==> src/rtl/core/spt_pkg.sv <==
// shared constants, codes and types of the shortest-path trajectory compressor
// used by every module under rtl/core; depends on nothing
package spt_pkg;

    localparam int NODE_COUNT = 1024;
    localparam int EDGE_COUNT = 4096;
    localparam int NODE_W     = $clog2(NODE_COUNT);
    localparam int EDGE_W     = $clog2(EDGE_COUNT);
    localparam int PATH_DEPTH = NODE_COUNT * NODE_COUNT;
    localparam int PATH_AW    = 2 * NODE_W;
    localparam int REQ_W      = 2;
    localparam int KIND_W     = 2;
    localparam int VALUE_W    = 12;
    localparam int OBUF_DEPTH = 4;
    localparam int OBUF_AW    = $clog2(OBUF_DEPTH);
    localparam int OBUF_CW    = OBUF_AW + 1;

    localparam logic [REQ_W-1:0] REQ_EDGE = 2'd0;
    localparam logic [REQ_W-1:0] REQ_PATH = 2'd1;
    localparam logic [REQ_W-1:0] REQ_TRAJ = 2'd2;

    localparam logic [KIND_W-1:0] KIND_ANCHOR = 2'd0;
    localparam logic [KIND_W-1:0] KIND_RAW    = 2'd1;
    localparam logic [KIND_W-1:0] KIND_FINAL  = 2'd2;

    typedef struct packed {
        logic [NODE_W-1:0] start_node;
        logic [NODE_W-1:0] end_node;
    } endpoints_t;

    typedef struct packed {
        logic              valid;
        logic [EDGE_W-1:0] id;
    } path_entry_t;

    typedef struct packed {
        logic [NODE_W-1:0] anchor;
        logic [NODE_W-1:0] run_end;
        logic              in_run;
        logic              prev_raw;
        logic              started;
    } traj_state_t;

    // item in the decide stage, with the state it was looked up against
    typedef struct packed {
        logic [REQ_W-1:0]  req;
        logic [EDGE_W-1:0] edge_id;
        logic [NODE_W-1:0] end_node;
        logic [NODE_W-1:0] anchor;
        logic [NODE_W-1:0] run_end;
        logic              in_run;
        logic              prev_raw;
        logic              last;
    } look_t;

    typedef struct packed {
        logic [KIND_W-1:0]  kind;
        logic [VALUE_W-1:0] value;
        logic               last;
    } code_t;

    typedef struct packed {
        logic [1:0] count;
        code_t      first;
        code_t      second;
    } code_pair_t;

endpackage

==> src/rtl/core/spt_out_buf.sv <==
// result queue: takes up to two codes per item, hands out one per transaction
// four-entry register queue; uses spt_pkg
module spt_out_buf (
    input  logic                  aclk,
    input  logic                  aresetn,
    input  logic                  push,
    input  spt_pkg::code_pair_t   codes,
    output logic                  room,
    output logic                  m_valid,
    input  logic                  m_ready,
    output spt_pkg::code_t        head
);

    localparam logic [spt_pkg::OBUF_CW-1:0] ROOM_MAX = spt_pkg::OBUF_CW'(spt_pkg::OBUF_DEPTH - 2);

    spt_pkg::code_t                 entry_reg [spt_pkg::OBUF_DEPTH];
    logic [spt_pkg::OBUF_AW-1:0]    wr_ptr_reg;
    logic [spt_pkg::OBUF_AW-1:0]    rd_ptr_reg;
    logic [spt_pkg::OBUF_CW-1:0]    count_reg;
    logic [1:0]                     push_n;
    logic                           pop;

    assign push_n  = push ? codes.count : 2'd0;
    assign pop     = m_valid && m_ready;
    assign m_valid = (count_reg != '0);
    assign room    = (count_reg <= ROOM_MAX);
    assign head    = entry_reg[rd_ptr_reg];

    always_ff @(posedge aclk) begin
        if (push_n != 2'd0) begin
            entry_reg[wr_ptr_reg] <= codes.first;
        end
        if (push_n == 2'd2) begin
            entry_reg[wr_ptr_reg + 1'b1] <= codes.second;
        end
    end

    always_ff @(posedge aclk) begin
        if (!aresetn) begin
            wr_ptr_reg <= '0;
            rd_ptr_reg <= '0;
            count_reg  <= '0;
        end else begin
            wr_ptr_reg <= wr_ptr_reg + spt_pkg::OBUF_AW'(push_n);
            if (pop) begin
                rd_ptr_reg <= rd_ptr_reg + 1'b1;
            end
            count_reg <= count_reg + spt_pkg::OBUF_CW'(push_n)
                         - spt_pkg::OBUF_CW'(pop);
        end
    end

endmodule

==> config.mk <==
export PLATFORM = sky130hd
export DESIGN_NAME = spt_out_buf
export DESIGN_NICKNAME = d
export VERILOG_FILES = /design/src/rtl/core/spt_pkg.sv /design/src/rtl/core/spt_out_buf.sv
export SDC_FILE = /design/constraint.sdc
export NUM_CORES = 1
export LEC_CHECK = 0
export ABC_CLOCK_PERIOD_IN_PS = 5200
export BUFFER_PORTS_ARGS = -buffer_cell sky130_fd_sc_hd__buf_4
export CORE_MARGIN = 4
export CORE_UTILIZATION = 50
export DETAILED_ROUTE_END_ITERATION = 6
export PLACE_DENSITY = 0.78
export SYNTH_ARGS = -nofsm -noshare
export SYNTH_HDL_FRONTEND = slang
export SYNTH_SLANG_ARGS = --single-unit
==> constraint.sdc <==
create_clock -name aclk -period 5.2 [get_ports aclk]
set_input_delay 0.52 -clock aclk [delete_from_list [all_inputs] [get_ports aclk]]
set_output_delay 0.52 -clock aclk [all_outputs]
set_load 0.005 [all_outputs]
* Yosys cells after proc, flatten, opt, wreduce, memory -nomap -nowiden
Memories as Yosys holds them, arrays and structs flattened. A register that Yosys moved wholly into a read port is not among the register bits.
Cells that the tools add are included.
** Operators by class
- Add/subtract/negate cells :: 5
- Magnitude comparators :: 1
- Eq/ne operators :: 1
- Mux-type cells :: 7
- Reduce and logical (&&, ||, !) cells :: 3
** Operators with widths (count)
- $mux W2 :: 3
- $add A2 B1 Y2 const B :: 2
- $mux W1 :: 4
- $add A3 B2 Y3 :: 1
- $le A3 B2 Y1 const B :: 1
- $reduce_bool A3 Y1 :: 1
- $sub A3 B1 Y3 :: 1
- $add A2 B2 Y2 :: 1
- $eq A2 B2 Y1 const B :: 1
- $reduce_bool A2 Y1 :: 1
- $logic_and A1 B1 Y1 :: 1
** Word-level totals
- Register bits after elaboration :: 7
- Bits in writable memories :: 60
- Input bits :: 36
- Output and inout port bits :: 17
- Memories kept :: 1
** Memory list
- entry_reg :: depth 4, width 15, rd ports 1, clocked after Yosys merged registers in 1, write ports 2, line spt_out_buf.sv:16 : spt_pkg::code_t entry_reg [spt_pkg::OBUF_DEPTH];

* Longest topological paths before layout
Gate-level depths: netlist (run 1).
- Depth in word-level cells :: 4
- Mapped depth :: 9
- Gate-level depth less buffers :: 8

* Worst setup path before layout (run 1)
Ideal clock, no wire load.
- Path kind :: input port to flip-flop
- From :: input codes[30] in the netlist's numbering
- To :: register count_reg[2] in the netlist's numbering
- Setup time :: 0.115 ns
- Arrival :: 2.162 ns
- Required time :: 5.085 ns
- Slack :: 2.923 ns
- Stages :: 9
- Cells stage by stage :: clkbuf_1 -> nand2_1 -> ha_1 -> inv_1 -> ha_1 -> fa_1 -> xnor2_1 -> xnor2_1 -> and2_1
** Between the ends
- Cells in the longest elaborated chain, start to end :: 3
** RTL lines
- from (decl) :: line spt_out_buf.sv:7 : input spt_pkg::code_pair_t codes,
- $mux W2 :: line spt_out_buf.sv:23 : assign push_n = push ? codes.count : 2'd0;
- $add A3 B2 Y3 :: line spt_out_buf.sv:48 : count_reg <= count_reg + spt_pkg::OBUF_CW'(push_n)
- $sub A3 B1 Y3 :: line spt_out_buf.sv:49 : - spt_pkg::OBUF_CW'(pop);
- to (signal assigned) :: line spt_out_buf.sv:48
- to (decl) :: line spt_out_buf.sv:19 : logic [spt_pkg::OBUF_CW-1:0] count_reg;
No other way between the ends.
A chain may end at the register's enable or synchronous reset.

==> reports/results.ini, run 1 <==
[logic_synthesis]
yosys.area_share.simple_pct=4.80
avgSynthCellArea_um2=17.2
synth.ff_latch_count=69
synth_commonest_cells=edfxtp_1, mux2_2, mux4_2
synth_compound_area_share_pct=1.09
synth_fa_ha_area_share_pct=2.03
synth_top_family_by_area=multiplexers
netlist_area_um2=3440
synth_edf_count=60
synth_top_area_share_pct=52.3
synth_cells=200
synth_xor_area_share_pct=1.53
yosysSeqAreaShare_pct=57.6
yosysTopAreaCell=edfxtp_1
synth.area.top_cells=edfxtp_1, mux2_2, mux4_2
syn_nets=241
synth_warnings=0
synthArstFlopShare_pct=0
synth_cell_types=32
ys.flop_type=edfxtp_1
synth_mux_area_share_pct=30.9
yosys.cell_count.top_type=edfxtp_1

[clocking]
clk_pin_slew_ns=0.07
root_buffer=clkbuf_8
clock_latency_ns=0.32
cts_sinks=69
postCtsHoldBufs=0
cts_resized=0
post_cts_buffers=0
clock_path_buffers=2
cts_buffers=9
tritoncts=yes
htreeDepth=3

[timing]
setup_tns_ns=0
min_period_ns=2.65
setup_viol=0
finalHoldViolCount=0
slew_headroom_pct=29.3
post-route-period-util_pct=51.0
drv_slew=0
clock.fmax_ghz=0.377
rsz0062_at_grt=false
skew_ns=0.00639
tightest_slew_ns=1.06

[global_routing]
busiest_layer=met2
grt_use_total_pct=17.2
use_met3_pct=3.64
grt_max_degree=16
grtUsageMet1_pct=22.7
grt_pass1_wl_um=10900
antenna_found_initial=0
met2_usage_pct=28.0
overflow=0
grt_pass1_vias=2079

[cells_and_area]
nets=297
fin_cells=337
largest_reg_flops=60
n_antenna_cell=0
area.growth.synth_to_final_pct=18.0
layout-drive-gt1-share_pct=56.2
fillCellCount=492

[critical_path]
cp_num_buf_inv=1
worstPathCellList=mux4_2 -> buf_4
cp_top_family=flip-flops
worstPathMaxFanout=15
regToRegEndpoint=entry_reg[0][6]
required_ns=4.68
r2r_slack_ns=3.01
r2r_cells=4
r2r-start=wr_ptr_reg[1]
crit_type=register to primary output
cp-end-kind=primary output
worstSetupPathDepth=2
worstPathArrival_ns=2.13
startpoint_type=register
max_stage_delay_ns=1.02
slowest_stage=dfxtp_1
crit_path_end=head[9]

[place]
gp_congestion=0.759
hpwl_um=4430
dp.cells=322
io_buffers=52

[power_and_ir_drop]
internal_power_mw=1.05
pwr_density_cell_nw_per_um2=349
swShare_pct=25.8
power_switching_mw=0.366
seqPwrFrac_pct=50.6
ir_drop_uv=171
leakage_nw=1.48
combPwrFrac_pct=24.9
pwr-share-clk_pct=24.5

[floorplan]
rows=29
fp.dieH_um=91.0
core_um2=6530
die_area_um2=8280
start_util_pct=52.7
num_io_pins=53
die_w_um=91.0

[outcome]
status=complete, no violations

[drt]
remaining_drc_errors=0
first_iter_violations=94
ant_nets=0
vias=1942
dr.pass1.iters=4
viasPerCell=5.76
wirelength_um=6480
routedWlPerCell_um=19.2

[flow_run]
maxCapViolCount=0

[min_path]
hold_class=input pin to register

## power by group through the flow
| stage | Sequential [mW] | Combinational (mW) | Clock [mW] |
|---|---|---|---|
| floorplan | 0.682 | 0.248 | 0 |
| global placement | 0.730 | 0.349 | 0 |
| global route | 0.733 | 0.388 | 0.388 |
| CTS | 0.723 | 0.360 | 0.360 |
| detailed placement | 0.735 | 0.359 | 0 |
| finish | 0.718 | 0.354 | 0.347 |
## cells by family after synthesis
logic type | count (synthesis)
compound gates | 5
xor+xnor | 6
mux | 76
simple gates | 24
buf+inv | 15
flops | 69
fa+ha+maj | 5
## worst min path at each step
stage	startpoint	end	slack [ns]	cells past startpoint
2_1_floorplan	rd_ptr_reg[0]	register	0.52	2
3_3_place_gp	rd_ptr_reg[0]	rd_ptr_reg[0]	0.55	2
3_5_place_dp	rd_ptr_reg[0]	register	0.57	2
4_1_cts	aresetn	count_reg[1]	0.44	2
5_1_grt	aresetn	count_reg[1]	0.44	2
6_report	aresetn	count_reg[1]	0.46	2
## cell type report
class	instances	area, um2	share of cell area [%]
timing repair buffer	55	413	10.2
multi-input combinational	116	1410	34.6
clock buffer	12	135	3.33
sequential	69	1980	48.8
inverter	5	18.8	0.462
tap	77	96.3	2.37
clock inverter	3	13.8	0.339
## metal layers
metal | up-vias | share of wire (%) | wire, um
li1 | 905 | - | -
met1 | 979 | 42 | 2720
met2 | 52 | 52 | 3400
met3 | 6 | 4.4 | 282
met4 | 0 | 1.2 | 77
met5 | - | 0 | 0
## worst register-to-register path: stages, from the launching register on
cell	delay [ns]
dfxtp_1	0.58
nand2_1	0.17
nor3_2	0.50
buf_4	0.32
mux2_2	0.37
## cells in the final DEF (no fill, tap or decap)
cell type  synthesis  layout
edfxtp_1          60      60
buf_4              1      55
mux2_2            51      51
mux4_2            15      15
mux2_4            10      10
dfxtp_1            9       9
clkbuf_8           0       9
and2_1             6       6
inv_1              5       5
xnor2_1            5       5
ha_1               4       4
nand2_1            3       3
clkbuf_1           3       3
nor2_1             2       2
nor3b_1            2       2
o21a_1             2       2
nor2b_1            2       2
clkinv_2           0       2
o31a_1             1       1
nand2_2            1       1
or4b_1             1       1
nor4b_4            0       1
nor4_4             0       1
nor3_2             1       1
nor4bb_1           1       1
nor3_1             1       1
and3_1             1       1
or3_1              1       1
a21oi_1            1       1
o311ai_0           1       1
xor2_1             1       1
fa_1               1       1
clkinv_1           0       1
## metrics by stage
stage / instance area (um2) / hold WS, ns / setup WS, ns / total power, mW / utilization [%]
2_1_floorplan: 3440 / 0.520 / 2.92 / 0.930 / -
3_3_place_gp: 3920 / 0.549 / 2.80 / 1.08 / 59.9
3_5_place_dp: 3920 / 0.567 / 2.79 / 1.09 / 59.9
4_1_cts: 4060 / 0.444 / 2.44 / 1.44 / 62.2
5_1_grt: 4060 / 0.445 / 2.30 / 1.51 / 62.2
6_report: 4060 / 0.457 / 2.55 / 1.42 / 62.2
No activity file was read; power rests on OpenSTA's default activity.
==> inputs of run 2 (changes only) <==
ABC_AREA = 1   (was unset)
ABC_CLOCK_PERIOD_IN_PS = 2660   (was 5200)
PLACE_DENSITY = 0.77   (was 0.78)
clock period = 2.66 ns   (was 5.2 ns; I/O delays follow)
==> run 2 against run 1 <==
  * Register-to-register slack got worse by 2.3 ns
  * Via count increased by 38%
  * First-iteration DRC count is 120% higher
  * Power rose by 100%
  * Routed wire length rose by 18%
  * Final area up 4.3%
  * Sequential share of layout area is 2.0 points lower
  * Global-route usage rose by 1.0 points
  * Non-clock buffer count rose by 5
  * Clock skew is 0.0058 ns higher
  * Largest cell class unchanged
  * Largest power group unchanged
==> reports/results.ini, run 2 <==
[outcome]
status=complete, no violations

[critical_path]
startpoint=count_reg[2]
startpoint_type=register
cp-end-kind=register
worstPathArrival_ns=2.22
r2r_slack_ns=0.68
crit_type=register to register
worstPathMaxFanout=4
required_ns=2.90
regToRegEndpoint=count_reg[2]
r2r_cells=9
crit_path_end=count_reg[2]
r2r-start=count_reg[2]

[timing]
setup_viol=0
setup_tns_ns=0
fin_ws_ns=0.684
drv_slew=0
skew_ns=0.0122
finalHoldViolCount=0
rsz0062_at_grt=false
slew_headroom_pct=49.6
post-route-period-util_pct=74.3
min_period_ns=1.98
tightest_slew_ns=0.751
whs_ns=0.167
clock.fmax_ghz=0.506

[global_routing]
busiest_layer=met2
overflow=0
grt_pass1_wl_um=12200
grt_pass1_vias=2534
grt_max_degree=32
met2_usage_pct=28.3
grt_use_total_pct=18.2
use_met3_pct=3.61
grtUsageMet1_pct=24.0
antenna_found_initial=0

[power_and_ir_drop]
pwr_density_cell_nw_per_um2=676
ir_drop_uv=523
leakage_nw=1.83
finalPower_mw=2.86

[place]
post_dp_cell_area_um2=4080
io_buffers=52
hpwl_um=5170
gp_congestion=0.746
dp.cells=504
pre_cts_ws_ns=0.690

[cells_and_area]
fillCellCount=617
final_common_cell=nand2_1
n_antenna_cell=0
fin_cells=520
nets=460
postLayoutCoreUtil_pct=60.7
largest_reg_flops=60
finalInstanceArea_um2=4240
layout_common_cells=nand2_1, edfxtp_1, buf_4, o21ai_2, o21ai_1
area.growth.synth_to_final_pct=15.3
layout-drive-gt1-share_pct=32.1

[drt]
remaining_drc_errors=0
ant_nets=0
wirelength_um=7620
vias=2686
routedWlPerCell_um=14.7
first_iter_violations=206
viasPerCell=5.17
dr.pass1.iters=4

[clocking]
htreeDepth=3
clk_pin_slew_ns=0.07
post_cts_buffers=0
cts_sinks=69
root_buffer=clkbuf_8
clock_latency_ns=0.35
cts_buffers=9
tritoncts=yes
postCtsHoldBufs=0
clock_path_buffers=2
cts_resized=0

[logic_synthesis]
synthArstFlopShare_pct=0
synth_cell_types=22
yosysTopAreaCell=edfxtp_1
ys.flop_type=edfxtp_1
syn_nets=409
synth.area.top_cells=edfxtp_1, o21ai_2, nand2_1
yosys.cell_count.top_type=nand2_1
yosysSeqAreaShare_pct=53.9
synth.ff_latch_count=69
synth_top_area_share_pct=49.0
avgSynthCellArea_um2=9.99
synth_edf_count=60
synth_cells=368
synth_commonest_cells=nand2_1, edfxtp_1, o21ai_2
netlist_area_um2=3670
synth_warnings=0

[floorplan]
fp.dieH_um=93.7
core_um2=6980
die_area_um2=8790
start_util_pct=52.6
die_w_um=93.7
rows=30
num_io_pins=53

[flow_run]
maxCapViolCount=0

[min_path]
hold_class=input pin to register

==> run 2: cell types whose count changed after synthesis, moves of 6 or more <==
cell	before	now
and2_1	6	0
buf_6	1	12
inv_1	5	32
mux2_2	51	0
mux2_4	10	0
mux4_2	15	0
nand2_1	3	68
nand2_2	1	7
nor2_1	2	37
o21ai_1	0	44
o21ai_2	0	48
o22ai_1	0	15
==> run 2: critical path, stage by stage (launching register included) <==
cell and delay (ns):
dfxtp_1 0.34, nor2_1 0.13, a21boi_0 0.10, ha_1 0.28, inv_1 0.04, ha_1 0.18, fa_1 0.38, or2_1 0.24
a21oi_1 0.13, nor2_1 0.06
==> run 2: worst min-delay path by stage <==
| stage | from | end | slack, ns | cells past startpoint |
|---|---|---|---|---|
| floorplan | aresetn | count_reg[0] | 0.36 | 2 |
| global placement | rd_ptr_reg[0] | rd_ptr_reg[0] | 0.47 | 2 |
| detailed placement | rd_ptr_reg[0] | rd_ptr_reg[0] | 0.48 | 2 |
| CTS | aresetn | count_reg[1] | 0.16 | 3 |
| global route | aresetn | wr_ptr_reg[0] | 0.19 | 3 |
| finish | aresetn | count_reg[1] | 0.17 | 3 |
==> run 2: area by class of cell <==
cell class / instances / area (um2) / share of cell area, %
clock inverter: 6 / 30.0 / 0.709
timing repair buffer: 60 / 450 / 10.6
inverter: 34 / 128 / 3.01
tap: 96 / 120 / 2.83
multi-input combinational: 245 / 1400 / 33.0
clock buffer: 10 / 128 / 3.01
sequential: 69 / 1980 / 46.8
==> run 2: logic make-up (layout without fill, tap and decap cells) <==
kind of cell             Yosys count  after routing  share of synthesized area [%]
adder cells (fa/ha/maj)            5              5                           1.91
flip-flops                        69             69                           53.9
AO/OA/AOI/OAI                    116            116                           21.3
buffers and inverters             54            110                           7.97
AND/OR/NAND/NOR                  124            124                           14.9
==> run 2: report_power, final <==
part	switching, mW	internal [mW]
combinational	0.468	0.359
clock	0.393	0.326
sequential	0.0483	1.27
==> run 2: routing by layer <==
metal / vias up / routed length, um
met5: - / 0
met4: 0 / 183
met3: 16 / 471
met2: 69 / 3650
met1: 1231 / 3320
li1: 1370 / -
==> inputs of run 3 (changes only) <==
ABC_CLOCK_PERIOD_IN_PS = 1770   (was 2660)
PLACE_DENSITY = 0.8   (was 0.77)
clock period = 1.77 ns   (was 2.66 ns; I/O delays follow)
==> run 3 against run 2 <==
  * The flow now finishes with violations (setup timing)
  * Clock power up 49%
  * Utilization increased by 2.0 points
  * Non-clock buffer count rose by 9
  * Cell count is 1.7% higher
  * Via count up 2.3%
  * Global-route usage is 0.75 points higher
==> reports/results.ini, run 3 (synthesis gave the netlist of run 2 again) <==
[clocking]
htreeDepth=3
cts_sinks=69
root_buffer=clkbuf_8
postCtsHoldBufs=0
tritoncts=yes
clock_path_buffers=2
cts_buffers=9
clock_latency_ns=0.35
clk_pin_slew_ns=0.07
post_cts_buffers=0

[critical_path]
worstPathMaxFanout=2
required_ns=2.01
crit_type=register to register
regToRegEndpoint=count_reg[2]
r2r_cells=9
r2r_slack_ns=-0.06
cp-end-kind=register
worstPathArrival_ns=2.07
startpoint_type=register
r2r-start=count_reg[2]

[cells_and_area]
layout-drive-gt1-share_pct=35.6
nets=469
final_common_cell=nand2_1
layout_common_cells=nand2_1, buf_4, edfxtp_1, o21ai_2, o21ai_1
finalInstanceArea_um2=4380
area.growth.synth_to_final_pct=19.1
fillCellCount=577
n_antenna_cell=0
largest_reg_flops=60
postLayoutCoreUtil_pct=62.7

[timing]
min_period_ns=1.83
slew_headroom_pct=64.7
tightest_slew_ns=0.524
setup_viol=1
skew_ns=0.00591
drv_slew=0
fin_ws_ns=-0.0613
finalHoldViolCount=0
setup_tns_ns=-0.0613
rsz0062_at_grt=true
post-route-period-util_pct=103
clock.fmax_ghz=0.546

[power_and_ir_drop]
pwr_density_cell_nw_per_um2=1010
leakage_nw=1.88
ir_drop_uv=689

[global_routing]
grt_pass1_vias=2675
grt_use_total_pct=18.9
grt_pass1_wl_um=12700
antenna_found_initial=0
grt_max_degree=31
overflow=0

[place]
gp_congestion=0.771
io_buffers=52
hpwl_um=5370
post_dp_cell_area_um2=4190

[floorplan]
die_w_um=93.7
die_area_um2=8790
start_util_pct=52.6
core_um2=6980
num_io_pins=53
rows=30
fp.dieH_um=93.7

[min_path]
worstHoldStart=aresetn
hold_class=input pin to register
min_to=count_reg[0]
holdPathStages=3

[drt]
routedWlPerCell_um=14.7
ant_nets=0
dr.pass1.iters=6
first_iter_violations=211
remaining_drc_errors=0
wirelength_um=7760
vias=2747
viasPerCell=5.19

[outcome]
status=finished, violations left
violations=setup timing

[flow_run]
maxCapViolCount=0

[run 3: cell count changes in the layout (fill, tap and decap cells not counted), moves of 2 or more]
cell | before | now
buf_12 | 0 | 3
buf_4 | 60 | 65
clkinv_1 | 4 | 2
dfxtp_1 | 9 | 6
dfxtp_2 | 0 | 3
inv_2 | 2 | 0
inv_4 | 0 | 2
[run 3: routing by layer]
metal	GRT usage [%]	vias up	routed length (um)
met4	8.78	0	103
met2	31.8	83	3890
met3	4.89	10	521
met5	0	-	0
met1	22.7	1268	3240
li1	-	1386	-
[run 3: layout make-up]
type / instances / area [um2] / share of cell area, %
well taps: 96 / 120 / 2.74
flip-flops and latches: 69 / 1990 / 45.4
clock inverters: 5 / 27.5 / 0.629
repair buffers: 69 / 559 / 12.8
inverters: 34 / 133 / 3.03
clock buffers: 11 / 131 / 3.00
multi-input cells: 245 / 1420 / 32.4
[run 3: worst max-delay path by stage]
stage,endpoint,startpoint,slack [ns]
finish,count_reg[2],count_reg[2],-0.06
global route,count_reg[2],count_reg[2],-0.17
CTS,count_reg[2],count_reg[2],-0.07
detailed placement,count_reg[2],count_reg[1],-0.14
global placement,count_reg[2],count_reg[1],-0.08
floorplan,count_reg[2],count_reg[1],-0.04
[run 3: stage by stage]
step / cells / setup WS (ns) / hold WS [ns] / power [mW]
global placement: 513 / -0.0838 / 0.422 / 3.30
global route: 529 / -0.167 / 0.102 / 4.67
CTS: 529 / -0.0685 / 0.0679 / 4.42
detailed placement: 513 / -0.140 / 0.433 / 3.34
finish: 529 / -0.0613 / 0.0806 / 4.41
floorplan: 368 / -0.0356 / 0.270 / 2.75
[run 3: worst max-delay path, stage by stage (launching register included)]
cell and delay, ns:
dfxtp_2 0.34, nor2_4 0.12, a21boi_2 0.06, ha_1 0.27, inv_1 0.04, ha_2 0.16
fa_2 0.33, or2_1 0.24, a21oi_2 0.13, nor2_1 0.05
[run 3: timing repair]
item | CTS | global route
gates resized for setup | 3 | 6
setup endpoints to repair | 1 | 14
pin swaps | 8 | 0
[run 3: power by group]
group          total, mW  switching (mW)  internal [mW]
registers           1.98          0.0716           1.91
clock network       1.07           0.575          0.497
logic               1.36           0.740          0.617
